--- config.mk ---
export PLATFORM = sky130hd
export DESIGN_NAME = exclusive_actuator_arbiter_core_flat
export DESIGN_NICKNAME = d
export VERILOG_FILES = /design/src/eaa_pkg.sv /design/src/eaa_ifs.sv /design/src/eaa_step.sv /design/src/exclusive_actuator_arbiter_core.sv /design/src/flat_wrapper.sv
export SDC_FILE = /design/constraint.sdc
export NUM_CORES = 1
export LEC_CHECK = 0
export BUFFER_PORTS_ARGS = -buffer_cell sky130_fd_sc_hd__buf_2
export CAP_MARGIN = 20
export CORE_UTILIZATION = 35
export CTS_CLUSTER_SIZE = 30
export DETAILED_ROUTE_END_ITERATION = 12
export PLACE_DENSITY = 0.51
export SYNTH_ARGS = -nofsm -noshare
export SYNTH_HDL_FRONTEND = slang
export SYNTH_SLANG_ARGS = --single-unit
--- constraint.sdc ---
create_clock -name clk -period 10.7 [get_ports clk]
set_input_delay 1.07 -clock clk [delete_from_list [all_inputs] [get_ports clk]]
set_output_delay 1.07 -clock clk [all_outputs]
set_load 0.02 [all_outputs]
--- src/eaa_pkg.sv ---
// Package: shared codes, payload structs and reset constants of the actuator arbiter.
`default_nettype none
package eaa_pkg;

	localparam int TIMEOUT_W = 16;

	// action codes
	localparam logic [1:0] ACT_REQUEST = 2'd0;
	localparam logic [1:0] ACT_RELEASE = 2'd1;
	localparam logic [1:0] ACT_TICK    = 2'd2;

	// actuator codes
	localparam logic [1:0] UNIT_NONE      = 2'd0;
	localparam logic [1:0] UNIT_SPRINKLER = 2'd1;
	localparam logic [1:0] UNIT_FAN       = 2'd2;
	localparam logic [1:0] UNIT_LIGHT     = 2'd3;

	// requester / owner codes
	localparam logic [1:0] SRC_NONE    = 2'd0;
	localparam logic [1:0] SRC_MANUAL  = 2'd1;
	localparam logic [1:0] SRC_TRIGGER = 2'd2;

	// configuration register indexes
	localparam logic [1:0] CFG_SPRINKLER_TIMEOUT = 2'd0;
	localparam logic [1:0] CFG_FAN_TIMEOUT       = 2'd1;
	localparam logic [1:0] CFG_LIGHT_TIMEOUT     = 2'd2;

	// timeout reset values
	localparam logic [TIMEOUT_W-1:0] SPRINKLER_TIMEOUT_RST = 16'd5000;
	localparam logic [TIMEOUT_W-1:0] FAN_TIMEOUT_RST       = 16'd3000;
	localparam logic [TIMEOUT_W-1:0] LIGHT_TIMEOUT_RST     = 16'd5000;

	typedef struct packed {
		logic [1:0] action;
		logic [1:0] target;
		logic       turn_on;
		logic [1:0] requester;
	} req_t;

	typedef struct packed {
		logic       granted;
		logic       drive_sprinkler;
		logic       drive_fan;
		logic       drive_light;
		logic [1:0] owner_now;
		logic       expired;
	} res_t;

	typedef struct packed {
		logic [1:0] unit;
		logic [1:0] owner;
	} arb_state_t;

	typedef struct packed {
		logic [TIMEOUT_W-1:0] sprinkler;
		logic [TIMEOUT_W-1:0] fan;
		logic [TIMEOUT_W-1:0] light;
	} timeouts_t;

endpackage
`default_nettype wire

--- src/eaa_ifs.sv ---
// Interfaces: request, result and configuration channels of the actuator arbiter.
`default_nettype none
interface eaa_req_if;
	logic       valid;
	logic       ready;
	logic [1:0] action;
	logic [1:0] target;
	logic       turn_on;
	logic [1:0] requester;

	modport source (output valid, action, target, turn_on, requester, input ready);
	modport sink   (input valid, action, target, turn_on, requester, output ready);
endinterface

interface eaa_res_if;
	logic       valid;
	logic       ready;
	logic       granted;
	logic       drive_sprinkler;
	logic       drive_fan;
	logic       drive_light;
	logic [1:0] owner_now;
	logic       expired;

	modport source (output valid, granted, drive_sprinkler, drive_fan, drive_light,
		owner_now, expired, input ready);
	modport sink   (input valid, granted, drive_sprinkler, drive_fan, drive_light,
		owner_now, expired, output ready);
endinterface

interface eaa_cfg_if;
	logic        valid;
	logic        ready;
	logic [1:0]  index;
	logic [15:0] wdata;

	modport source (output valid, index, wdata, input ready);
	modport sink   (input valid, index, wdata, output ready);
endinterface
`default_nettype wire

--- src/eaa_step.sv ---
// Next-state and result logic for one request, release or tick beat.
`default_nettype none
module eaa_step #(
	parameter int TIMER_BITS = 16
) (
	input  eaa_pkg::req_t           req,
	input  eaa_pkg::arb_state_t     cur,
	input  logic [TIMER_BITS-1:0]   elapsed_cur,
	input  eaa_pkg::timeouts_t      timeouts,
	output eaa_pkg::arb_state_t     nxt,
	output logic [TIMER_BITS-1:0]   elapsed_nxt,
	output eaa_pkg::res_t           res
);

	localparam int CMP_W = (TIMER_BITS > eaa_pkg::TIMEOUT_W) ? TIMER_BITS : eaa_pkg::TIMEOUT_W;

	logic [eaa_pkg::TIMEOUT_W-1:0] limit;
	logic [TIMER_BITS-1:0]         elapsed_inc;
	logic                          granted;
	logic                          expired;

	always_comb begin
		unique case (cur.unit)
			eaa_pkg::UNIT_SPRINKLER: limit = timeouts.sprinkler;
			eaa_pkg::UNIT_FAN:       limit = timeouts.fan;
			eaa_pkg::UNIT_LIGHT:     limit = timeouts.light;
			default:                 limit = '0;
		endcase
	end

	// saturating increment
	assign elapsed_inc = (elapsed_cur != {TIMER_BITS{1'b1}})
		? elapsed_cur + TIMER_BITS'(1) : elapsed_cur;

	always_comb begin
		nxt         = cur;
		elapsed_nxt = elapsed_cur;
		granted     = 1'b0;
		expired     = 1'b0;
		unique case (req.action)
			eaa_pkg::ACT_REQUEST: begin
				if (!req.turn_on) begin
					if (cur.unit == req.target &&
						(cur.owner == req.requester || req.requester == eaa_pkg::SRC_MANUAL)) begin
						nxt         = '{unit: eaa_pkg::UNIT_NONE, owner: eaa_pkg::SRC_NONE};
						elapsed_nxt = '0;
						granted     = 1'b1;
					end
				end else if (req.requester == eaa_pkg::SRC_MANUAL) begin
					// manual on for no actuator drops everything
					if (req.target == eaa_pkg::UNIT_NONE) begin
						nxt = '{unit: eaa_pkg::UNIT_NONE, owner: eaa_pkg::SRC_NONE};
					end else begin
						nxt = '{unit: req.target, owner: eaa_pkg::SRC_MANUAL};
					end
					elapsed_nxt = '0;
					granted     = 1'b1;
				end else if (req.requester == eaa_pkg::SRC_TRIGGER) begin
					if (cur.unit == eaa_pkg::UNIT_NONE && req.target != eaa_pkg::UNIT_NONE) begin
						nxt         = '{unit: req.target, owner: eaa_pkg::SRC_TRIGGER};
						elapsed_nxt = '0;
						granted     = 1'b1;
					end
				end
			end
			eaa_pkg::ACT_RELEASE: begin
				nxt         = '{unit: eaa_pkg::UNIT_NONE, owner: eaa_pkg::SRC_NONE};
				elapsed_nxt = '0;
				granted     = 1'b1;
			end
			eaa_pkg::ACT_TICK: begin
				if (cur.unit != eaa_pkg::UNIT_NONE) begin
					if (limit != '0 && CMP_W'(elapsed_inc) >= CMP_W'(limit)) begin
						nxt         = '{unit: eaa_pkg::UNIT_NONE, owner: eaa_pkg::SRC_NONE};
						elapsed_nxt = '0;
						expired     = 1'b1;
					end else begin
						elapsed_nxt = elapsed_inc;
					end
				end
			end
			default: begin
				// unused action code: no change
			end
		endcase
	end

	assign res.granted         = granted;
	assign res.drive_sprinkler = (nxt.unit == eaa_pkg::UNIT_SPRINKLER);
	assign res.drive_fan       = (nxt.unit == eaa_pkg::UNIT_FAN);
	assign res.drive_light     = (nxt.unit == eaa_pkg::UNIT_LIGHT);
	assign res.owner_now       = nxt.owner;
	assign res.expired         = expired;

endmodule
`default_nettype wire

--- src/exclusive_actuator_arbiter_core.sv ---
// Top level: exclusive actuator arbiter with input stage, state and result register.
// Path: a beat accepted on the request channel is loaded into the input register and then
//   into the result register, where it is held while the result sink stalls.
// Throughput: one beat per cycle when not stalled; the state update is a single short step.
// Reset (arst_n low): no actuator active, no owner, timer zero, timeouts back to
//   5000/3000/5000 ticks, both pipeline stages empty.
`default_nettype none
module exclusive_actuator_arbiter_core #(
	parameter int TIMER_BITS = 16
) (
	input  wire        clk,
	input  wire        arst_n,
	eaa_req_if.sink    req,
	eaa_res_if.source  res,
	eaa_cfg_if.sink    cfg
);

	// Input stage
	eaa_pkg::req_t req_s1;
	logic          valid_s1;

	// Arbiter state
	eaa_pkg::arb_state_t   state_q;
	logic [TIMER_BITS-1:0] elapsed_q;
	eaa_pkg::timeouts_t    timeouts_q;

	// Result register
	eaa_pkg::res_t res_q;
	logic          res_valid_q;

	// Step outputs
	eaa_pkg::arb_state_t   state_nxt;
	logic [TIMER_BITS-1:0] elapsed_nxt;
	eaa_pkg::res_t         res_nxt;

	logic advance;

	// Move the staged beat into the result register whenever that slot is free
	// or being drained this cycle; the input stage refills in the same cycle.
	assign advance   = !res_valid_q || res.ready;
	assign req.ready = !valid_s1 || advance;
	assign cfg.ready = 1'b1;

	always_ff @(posedge clk or negedge arst_n) begin
		if (!arst_n) begin
			valid_s1 <= 1'b0;
		end else if (req.ready) begin
			valid_s1 <= req.valid;
		end
	end

	// Payload of the input stage: no reset needed
	always_ff @(posedge clk) begin
		if (req.ready && req.valid) begin
			req_s1 <= '{action: req.action, target: req.target,
				turn_on: req.turn_on, requester: req.requester};
		end
	end

	eaa_step #(
		.TIMER_BITS (TIMER_BITS)
	) u_step (
		.req         (req_s1),
		.cur         (state_q),
		.elapsed_cur (elapsed_q),
		.timeouts    (timeouts_q),
		.nxt         (state_nxt),
		.elapsed_nxt (elapsed_nxt),
		.res         (res_nxt)
	);

	// Commit the state only when the beat actually leaves the input stage
	always_ff @(posedge clk or negedge arst_n) begin
		if (!arst_n) begin
			state_q   <= '{unit: eaa_pkg::UNIT_NONE, owner: eaa_pkg::SRC_NONE};
			elapsed_q <= '0;
		end else if (valid_s1 && advance) begin
			state_q   <= state_nxt;
			elapsed_q <= elapsed_nxt;
		end
	end

	// Timeout registers; an index past the list is dropped
	always_ff @(posedge clk or negedge arst_n) begin
		if (!arst_n) begin
			timeouts_q <= '{sprinkler: eaa_pkg::SPRINKLER_TIMEOUT_RST,
				fan: eaa_pkg::FAN_TIMEOUT_RST, light: eaa_pkg::LIGHT_TIMEOUT_RST};
		end else if (cfg.valid && cfg.ready) begin
			unique case (cfg.index)
				eaa_pkg::CFG_SPRINKLER_TIMEOUT: timeouts_q.sprinkler <= cfg.wdata;
				eaa_pkg::CFG_FAN_TIMEOUT:       timeouts_q.fan       <= cfg.wdata;
				eaa_pkg::CFG_LIGHT_TIMEOUT:     timeouts_q.light     <= cfg.wdata;
				default: begin
					// no register here: drop the write
				end
			endcase
		end
	end

	// Result register: hold while the sink stalls
	always_ff @(posedge clk or negedge arst_n) begin
		if (!arst_n) begin
			res_valid_q <= 1'b0;
		end else if (advance) begin
			res_valid_q <= valid_s1;
		end
	end

	always_ff @(posedge clk) begin
		if (advance && valid_s1) begin
			res_q <= res_nxt;
		end
	end

	assign res.valid           = res_valid_q;
	assign res.granted         = res_q.granted;
	assign res.drive_sprinkler = res_q.drive_sprinkler;
	assign res.drive_fan       = res_q.drive_fan;
	assign res.drive_light     = res_q.drive_light;
	assign res.owner_now       = res_q.owner_now;
	assign res.expired         = res_q.expired;

	// An idle arbiter never carries a running timer
	a_idle_timer_zero: assert property (@(posedge clk) disable iff (!arst_n)
		(state_q.unit == eaa_pkg::UNIT_NONE) |-> (elapsed_q == '0))
		else $error("timer nonzero with no active actuator");

	// Owner present exactly when some actuator is driven
	a_owner_matches_drive: assert property (@(posedge clk) disable iff (!arst_n)
		res_valid_q |-> ((res_q.owner_now == eaa_pkg::SRC_NONE) ==
			!(res_q.drive_sprinkler || res_q.drive_fan || res_q.drive_light)))
		else $error("owner and drive outputs disagree");

	// A timeout shutoff is never a grant and leaves everything off
	a_expired_all_off: assert property (@(posedge clk) disable iff (!arst_n)
		(res_valid_q && res_q.expired) |-> (!res_q.granted && !res_q.drive_sprinkler &&
			!res_q.drive_fan && !res_q.drive_light))
		else $error("expired result with grant or active drive");

	// State moves only when a staged beat advances
	a_state_only_on_beat: assert property (@(posedge clk) disable iff (!arst_n)
		!(valid_s1 && advance) |=> ($stable(state_q) && $stable(elapsed_q)))
		else $error("arbiter state changed without a beat");

endmodule
`default_nettype wire

--- src/flat_wrapper.sv ---
// flat-port wrapper written by rule: the top's interface ports become plain ports
module exclusive_actuator_arbiter_core_flat 
#(
	parameter int TIMER_BITS = 16
)
  (clk, arst_n, req_valid, req_action, req_target, req_turn_on, req_requester, req_ready, res_valid, res_granted, res_drive_sprinkler, res_drive_fan, res_drive_light, res_owner_now, res_expired, res_ready, cfg_valid, cfg_index, cfg_wdata, cfg_ready);
  eaa_req_if req_i ();
  eaa_res_if res_i ();
  eaa_cfg_if cfg_i ();
  input  wire clk;
  input  wire arst_n;
  input wire logic [$bits(req_i.valid)-1:0] req_valid;
  input wire logic [$bits(req_i.action)-1:0] req_action;
  input wire logic [$bits(req_i.target)-1:0] req_target;
  input wire logic [$bits(req_i.turn_on)-1:0] req_turn_on;
  input wire logic [$bits(req_i.requester)-1:0] req_requester;
  output wire logic [$bits(req_i.ready)-1:0] req_ready;
  output wire logic [$bits(res_i.valid)-1:0] res_valid;
  output wire logic [$bits(res_i.granted)-1:0] res_granted;
  output wire logic [$bits(res_i.drive_sprinkler)-1:0] res_drive_sprinkler;
  output wire logic [$bits(res_i.drive_fan)-1:0] res_drive_fan;
  output wire logic [$bits(res_i.drive_light)-1:0] res_drive_light;
  output wire logic [$bits(res_i.owner_now)-1:0] res_owner_now;
  output wire logic [$bits(res_i.expired)-1:0] res_expired;
  input wire logic [$bits(res_i.ready)-1:0] res_ready;
  input wire logic [$bits(cfg_i.valid)-1:0] cfg_valid;
  input wire logic [$bits(cfg_i.index)-1:0] cfg_index;
  input wire logic [$bits(cfg_i.wdata)-1:0] cfg_wdata;
  output wire logic [$bits(cfg_i.ready)-1:0] cfg_ready;
  assign req_i.valid = req_valid;
  assign req_i.action = req_action;
  assign req_i.target = req_target;
  assign req_i.turn_on = req_turn_on;
  assign req_i.requester = req_requester;
  assign req_ready = req_i.ready;
  assign res_valid = res_i.valid;
  assign res_granted = res_i.granted;
  assign res_drive_sprinkler = res_i.drive_sprinkler;
  assign res_drive_fan = res_i.drive_fan;
  assign res_drive_light = res_i.drive_light;
  assign res_owner_now = res_i.owner_now;
  assign res_expired = res_i.expired;
  assign res_i.ready = res_ready;
  assign cfg_i.valid = cfg_valid;
  assign cfg_i.index = cfg_index;
  assign cfg_i.wdata = cfg_wdata;
  assign cfg_ready = cfg_i.ready;
  exclusive_actuator_arbiter_core #(.TIMER_BITS(TIMER_BITS)) u_core (.clk(clk), .arst_n(arst_n), .req(req_i), .res(res_i), .cfg(cfg_i));
endmodule
==> results.toml, run 1 <==
[run_status]
status = "finished, final reports clean"

[critical_path]
worst-setup-path-type = "reg -> reg"
start_kind = "flop"
worstSetupEndpointType = "flop"
required_ns = 10.78
crit_slowest_cell = "or4_1"
crit_fanout = 11
cp_data_arrival_time_ns = 4.41
worst-path-buf-inv = 0
crit_family = "compound AO/OA/AOI/OAI gates"
cpPeakStageDelay_ns = 0.76
path_cells = "nand4_1 > or4_1 > nand2b_1 > nor2_1 > xor2_1 > ha_1 > a21oi_1 > a2111oi_0 > a211oi_1 > o31a_2 > o21ai_2 > a21oi_2"

[route]
antenna_left = 0
num_vias = 3427
wl_met1_um = 5090
highest_layer = "met4"
route.detailed.drc = 0
drt-initial-drc-count = 160
vias_per_cell = 5.30
totalWireLength_um = 10600
wl_met3_um = 276
dr.pass1.iters = 4
route.met2.wl_um = 5130
wire_per_inst_um = 16.5

[cts]
clock-sinks = 84
cts_root_buffer = "clkbuf_16"
cts_setup_buffers = 0
ctsHtreeMaxLevel = 3
cts_tree = "done"
clock_latency_ns = 0.35
cts_buffer_depth = 2
cts_resized = 0
path_clk_slew_ns = 0.06
cts_buffers = 9
cts_hold_buf = 0

[timing]
fin_crit_sh_pct = 40.4
tightest_slew_ns = 1.10
rsz0062_at_grt = "false"
period_minus_slack_ns = 4.33
slew_violations = 0
fin_tns_setup_ns = 0
skew_ns = 0.0116
setup_viol = 0
fmax_mhz = 231
max-slew-margin-rel_pct = 26.5
hold_viol = 0
fin_hold_ws_ns = 0.497

[layout]
nets = 514
area_delta_synth_final_pct = 11.9
drive_above_1_share_pct = 34.0
final_core_util_pct = 40.8
antenna_cells = 0
stdcell_count = 646

[logic_synthesis]
synth.lib_cells_used.distinct = 70
yosys_most_used_dff = "dfrtp_1"
ys_seq_area_share_pct = 44.7
synth_nets = 485
synth_area_leader_cell = "dfrtp_1"
synth_top_area_share_pct = 27.0
synth_seq_cells = 84
async_flop_share_pct = 83.3
netlist_instances = 436
ys_top_cells_by_area = "dfrtp_1 27%, mux2_2 14%, dfstp_2 9.1%"
synth_warnings = 0
avgSynthCellArea_um2 = 11.3
syn_area_um2 = 4910
synth_edf_count = 14

[global_routing]
grt_max_degree = 71
grt_pass1_vias = 3575
grt_antenna_before_repair = 0
gr-total-overflow = 0
grt_pass1_wl_um = 18200
grt_usage_pct = 16.4

[power]
ir_worst_vdd_mv = 0.119
powerDensity_nw_per_um2 = 189
power.leakage_uw = 0.00222

[floorplanning]
die_y_um = 120
io_pins = 40
dieWidth_um = 120
core.rowCount = 42
coreArea_um2 = 13500
start_util_pct = 36.5
fp.dieArea_um2 = 14500

[worst_hold_path]
min_path_type = "reg -> reg"

[placement]
dp_hpwl_um = 7610
place_congestion = 0.849
dpl.cell_count = 630
place.port_buffers = 38

[run]
cap_violations = 0
synthesized netlist by cell type, types with 10 or more instances:
master,n
a22oi_1,15
nand3_1,13
a21oi_1,12
inv_1,10
nand2_1,31
dfstp_2,17
nor2_1,22
dfrtp_1,53
ha_1,19
edfxtp_1,14
xnor2_1,13
mux2_2,60
final cells by class:
class,instances,area (µm²)
fill,1306,7960
timing repair buffer,42,224
clock inverter,4,48.8
inverter,10,37.5
multi-input combinational,318,2520
clock buffer,12,246
sequential,84,2190
tap,176,220
worst paths after layout:
| kind | from | end | slack (ns) | depth (start not counted) |
|---|---|---|---|---|
| max | u_core.elapsed_q[4] | u_core.res.owner_now[0] | 6.37 | 12 |
| min | u_core.valid_s1 | u_core.res.valid | 0.50 | 1 |
| max reg2reg | u_core.elapsed_q[4] | u_core.res.owner_now[0] | 6.37 | 12 |
| min reg2reg | u_core.valid_s1 | u_core.res.valid | 0.50 | 1 |
| max in group asynchronous | arst_n | u_core.elapsed_q[11] | 9.16 | 2 |
| min in group asynchronous | arst_n | u_core.timeouts_q[2] | 0.92 | 2 |
layer usage:
metal / vias to the layer above / GRT usage [%]
met5: - / 0
met4: 0 / 6.71
met3: 10 / 3.92
met2: 47 / 26.4
met1: 1692 / 21.0
li1: 1678 / -
registers in the layout (all words and copies together) (netlist names):
name,count
u_core.res.expired,1
u_core.state_q,4
u_core.res.drive_light,1
u_core.res.drive_sprinkler,1
u_core.req_s1,7
u_core.res.valid,1
u_core.res.owner_now,2
u_core.res.drive_fan,1
u_core.res.granted,1
u_core.elapsed_q,16
u_core.valid_s1,1
u_core.timeouts_q,48
report_power, final:
| group | switching, µW | internal [µW] |
|---|---|---|
| logic | 177 | 127 |
| clock network | 123 | 187 |
| registers | 36.6 | 386 |
cell usage in the layout, fill, tap and decap left out, types with 3 or more instances in the layout:
cell type,n
a31oi_1,3
a21oi_2,7
inv_1,10
and4_1,3
nand3b_1,3
xor2_1,7
o21ai_0,9
a32o_1,4
dfstp_2,17
nand4_1,6
nor2_1,22
nand2_1,31
o22ai_1,3
a22oi_1,15
dfrtp_1,53
mux2_2,60
clkbuf_16,9
nor4_1,6
nor2b_1,5
nand3_1,13
a21oi_1,12
a211oi_1,3
nand2b_1,7
buf_2,38
mux2_1,6
nor3_1,6
edfxtp_1,14
or3_1,7
ha_1,19
xnor2_1,13
buf_4,3
kinds of logic after synthesis:
logic type / Yosys count / share of synthesized area (%)
and+or+nand+nor: 124 / 13.5
AOI/OAI and AO/OA: 87 / 13.9
DFF: 84 / 44.7
muxes: 67 / 15.4
buffers and inverters: 34 / 4.03
xor gates and xnor gates: 20 / 3.57
adders and majority gates: 19 / 4.84
other: 1 / 0.0764
through the flow:
stage	total power, µW	cell area (µm²)	setup slack (ns)
floorplan	665	4910	7.10
global placement	727	5190	6.09
detailed placement	734	5200	6.45
CTS	1050	5500	6.42
global route	1100	5500	6.00
finish	1040	5500	6.37
Note: power is estimated with default switching activity, not from simulation.
==> run 2, diff against run 1 <==
Settings changed: ABC_AREA set to 1.
Clock period 10.7 ns to 4.2 ns, I/O delays scaled along.
==> results.toml, run 2 <==
[run_status]
status = "finished, final reports clean"

[floorplanning]
start_util_pct = 35.7
dieWidth_um = 118
io_pins = 40
coreArea_um2 = 13200
fp.dieArea_um2 = 13900
die_y_um = 118
core.rowCount = 42

[cts]
cts_resized = 0
ctsHtreeMaxLevel = 3
cts_buffer_depth = 2
clock-sinks = 84
cts_root_buffer = "clkbuf_16"
cts_setup_buffers = 0
path_clk_slew_ns = 0.06
cts_tree = "done"
cts_buffers = 9
clock_latency_ns = 0.35
cts_hold_buf = 0

[timing]
skew_ns = 0.00892
fin_tns_setup_ns = 0
period_minus_slack_ns = 3.38
setup_viol = 0
hold_viol = 0
slew_violations = 0
fin_crit_sh_pct = 80.5
setup_ws_ns = 0.819
fmax_mhz = 296
max-slew-margin-rel_pct = 33.0
fin_hold_ws_ns = 0.233
rsz0062_at_grt = "false"
tightest_slew_ns = 1.00

[run]
cap_violations = 0

[logic_synthesis]
synth_seq_cells = 84
synth_area_leader_cell = "dfrtp_1"
ys_top_cells_by_area = "dfrtp_1 28%, nand2_1 13%, dfstp_2 9.5%"
synth_edf_count = 14
synth_warnings = 0
netlist_instances = 605
syn_area_um2 = 4710
synth.lib_cells_used.distinct = 33
synthMostInstantiatedCell = "nand2_1"
synth_top_area_share_pct = 28.1
ys_top_cells_by_count = "161 x nand2_1, 76 x inv_1, 72 x nand3_1, 59 x o21ai_0, 53 x dfrtp_1"
avgSynthCellArea_um2 = 7.79
yosys_most_used_dff = "dfrtp_1"
synth_nets = 654
async_flop_share_pct = 83.3
ys_seq_area_share_pct = 46.5

[global_routing]
grt-busiest-layer = "met2"
grt_antenna_before_repair = 0
grt_pass1_wl_um = 18300
use_met1_pct = 23.6
grt_usage_pct = 16.8
grt_use_met2_pct = 24.6
grt_max_degree = 41
gr-total-overflow = 0
grt_pass1_vias = 3728
use_met3_pct = 3.88

[power]
power.leakage_uw = 0.00262
powerDensity_nw_per_um2 = 484
ir_worst_vdd_mv = 0.202

[layout]
drive_above_1_share_pct = 12.9
largest_reg_flops = 48
final_core_util_pct = 40.5
nFillCells = 1382
layout_common_cells = "161 x nand2_1, 76 x inv_1, 72 x nand3_1"
area_delta_synth_final_pct = 13.3
antenna_cells = 0
nets = 686
reg_top3 = "u_core.timeouts_q x48, u_core.elapsed_q x16, u_core.req_s1 x7"
regMostFlops = "u_core.timeouts_q"
layout_commonest_cell = "nand2_1"
fin_area_um2 = 5340

[critical_path]
worstSetupEndpointType = "flop"
cp_data_arrival_time_ns = 3.64
r2r-start = "u_core.elapsed_q[1]"
startpoint = "u_core.elapsed_q[1]"
r2r_cells = 23
worst-setup-path-type = "reg -> reg"
start_kind = "flop"
crit_fanout = 16
r2r-end = "u_core.elapsed_q[1]"
crit_path_end = "u_core.elapsed_q[1]"
reg2reg_slack_ns = 0.82
required_ns = 4.46

[placement]
place.port_buffers = 38
dp_hpwl_um = 7490
place_congestion = 0.877
dpl_cell_area_um2 = 5020
dp_worst_setup_slack_ns = 0.817

[route]
dr.pass1.iters = 4
num_vias = 3876
antenna_left = 0
drt-initial-drc-count = 171
totalWireLength_um = 10600
wire_per_inst_um = 13.0
route.detailed.drc = 0
vias_per_cell = 4.74

[worst_hold_path]
min_path_type = "in -> async"
## run 2: changes by cell type in the layout (fill, tap and decap cells not counted), sizes merged, moves of 7 or more
cell | before | now
o21ai | 13 | 71
xnor2 | 13 | 1
nand2 | 31 | 163
inv | 10 | 79
mux2 | 67 | 0
a22oi | 15 | 0
nor2 | 23 | 50
nand3 | 13 | 72
nand2b | 7 | 0
or3 | 7 | 0
## run 2: worst min path at each step
stage | start | to | slack [ns]
2_1_floorplan | arst_n | u_core.elapsed_q[0] | 0.12
3_3_place_gp | u_core.timeouts_q[38] | u_core.timeouts_q[38] | 0.47
3_5_place_dp | u_core.timeouts_q[13] | u_core.timeouts_q[13] | 0.47
4_1_cts | req_requester[1] | u_core.req_s1[1] | 0.24
5_1_grt | req_requester[0] | u_core.req_s1[0] | 0.23
6_report | arst_n | u_core.state_q[1] | 0.23
## run 2: cell type report
type	instances	area [µm²]	share of cell area (%)
multi-input cells	421	2090	39.2
repair buffers	42	240	4.50
well taps	176	220	4.12
flip-flops and latches	84	2190	41.1
clock inverters	5	62.6	1.17
inverters	79	297	5.55
clock buffers	11	233	4.36
## run 2: worst max-delay path: stages, from the launching register on
cell,delay [ns]
dfrtp_1,0.38
ha_1,0.18
nand2_1,0.07
nor2_1,0.18
nand3_1,0.14
nor2_1,0.26
nand4_2,0.23
nand2_1,0.15
nor2_1,0.06
xor2_1,0.21
ha_1,0.29
nand2_1,0.07
nand2_1,0.04
nand2_1,0.05
nand2_1,0.06
o21ai_0,0.15
inv_1,0.05
nand2_1,0.06
nand2_1,0.05
nand2_2,0.12
nand2_2,0.11
nor2_8,0.24
nand2_1,0.07
o21ai_0,0.08
## run 2: logic make-up after synthesis
logic type | after synthesis | synth area share [%]
AO/OA/AOI/OAI | 90 | 10.1
XOR/XNOR | 11 | 2.04
adder cells (fa/ha/maj) | 19 | 5.05
buffers and inverters | 100 | 9.03
flip-flops | 84 | 46.5
other | 1 | 0.0796
AND/OR/NAND/NOR | 300 | 27.1
## run 2: metal layers
| metal | wire, µm | part of all wire (%) |
|---|---|---|
| met1 | 5520 | 52 |
| met2 | 4540 | 43 |
| met3 | 377 | 3.6 |
| met4 | 165 | 1.6 |
| met5 | 0 | 0 |
## run 2: stage by stage
step / cells / total power (µW)
2_1_floorplan: 605 / 1620
3_3_place_gp: 801 / 1800
3_5_place_dp: 801 / 1810
4_1_cts: 817 / 2620
5_1_grt: 818 / 2780
6_report: 818 / 2580
## run 2: power breakdown
| part | total [µW] | internal (µW) | switching (µW) |
|---|---|---|---|
| clock | 792 | 463 | 329 |
| sequential | 1050 | 968 | 85.2 |
| combinational | 740 | 249 | 492 |
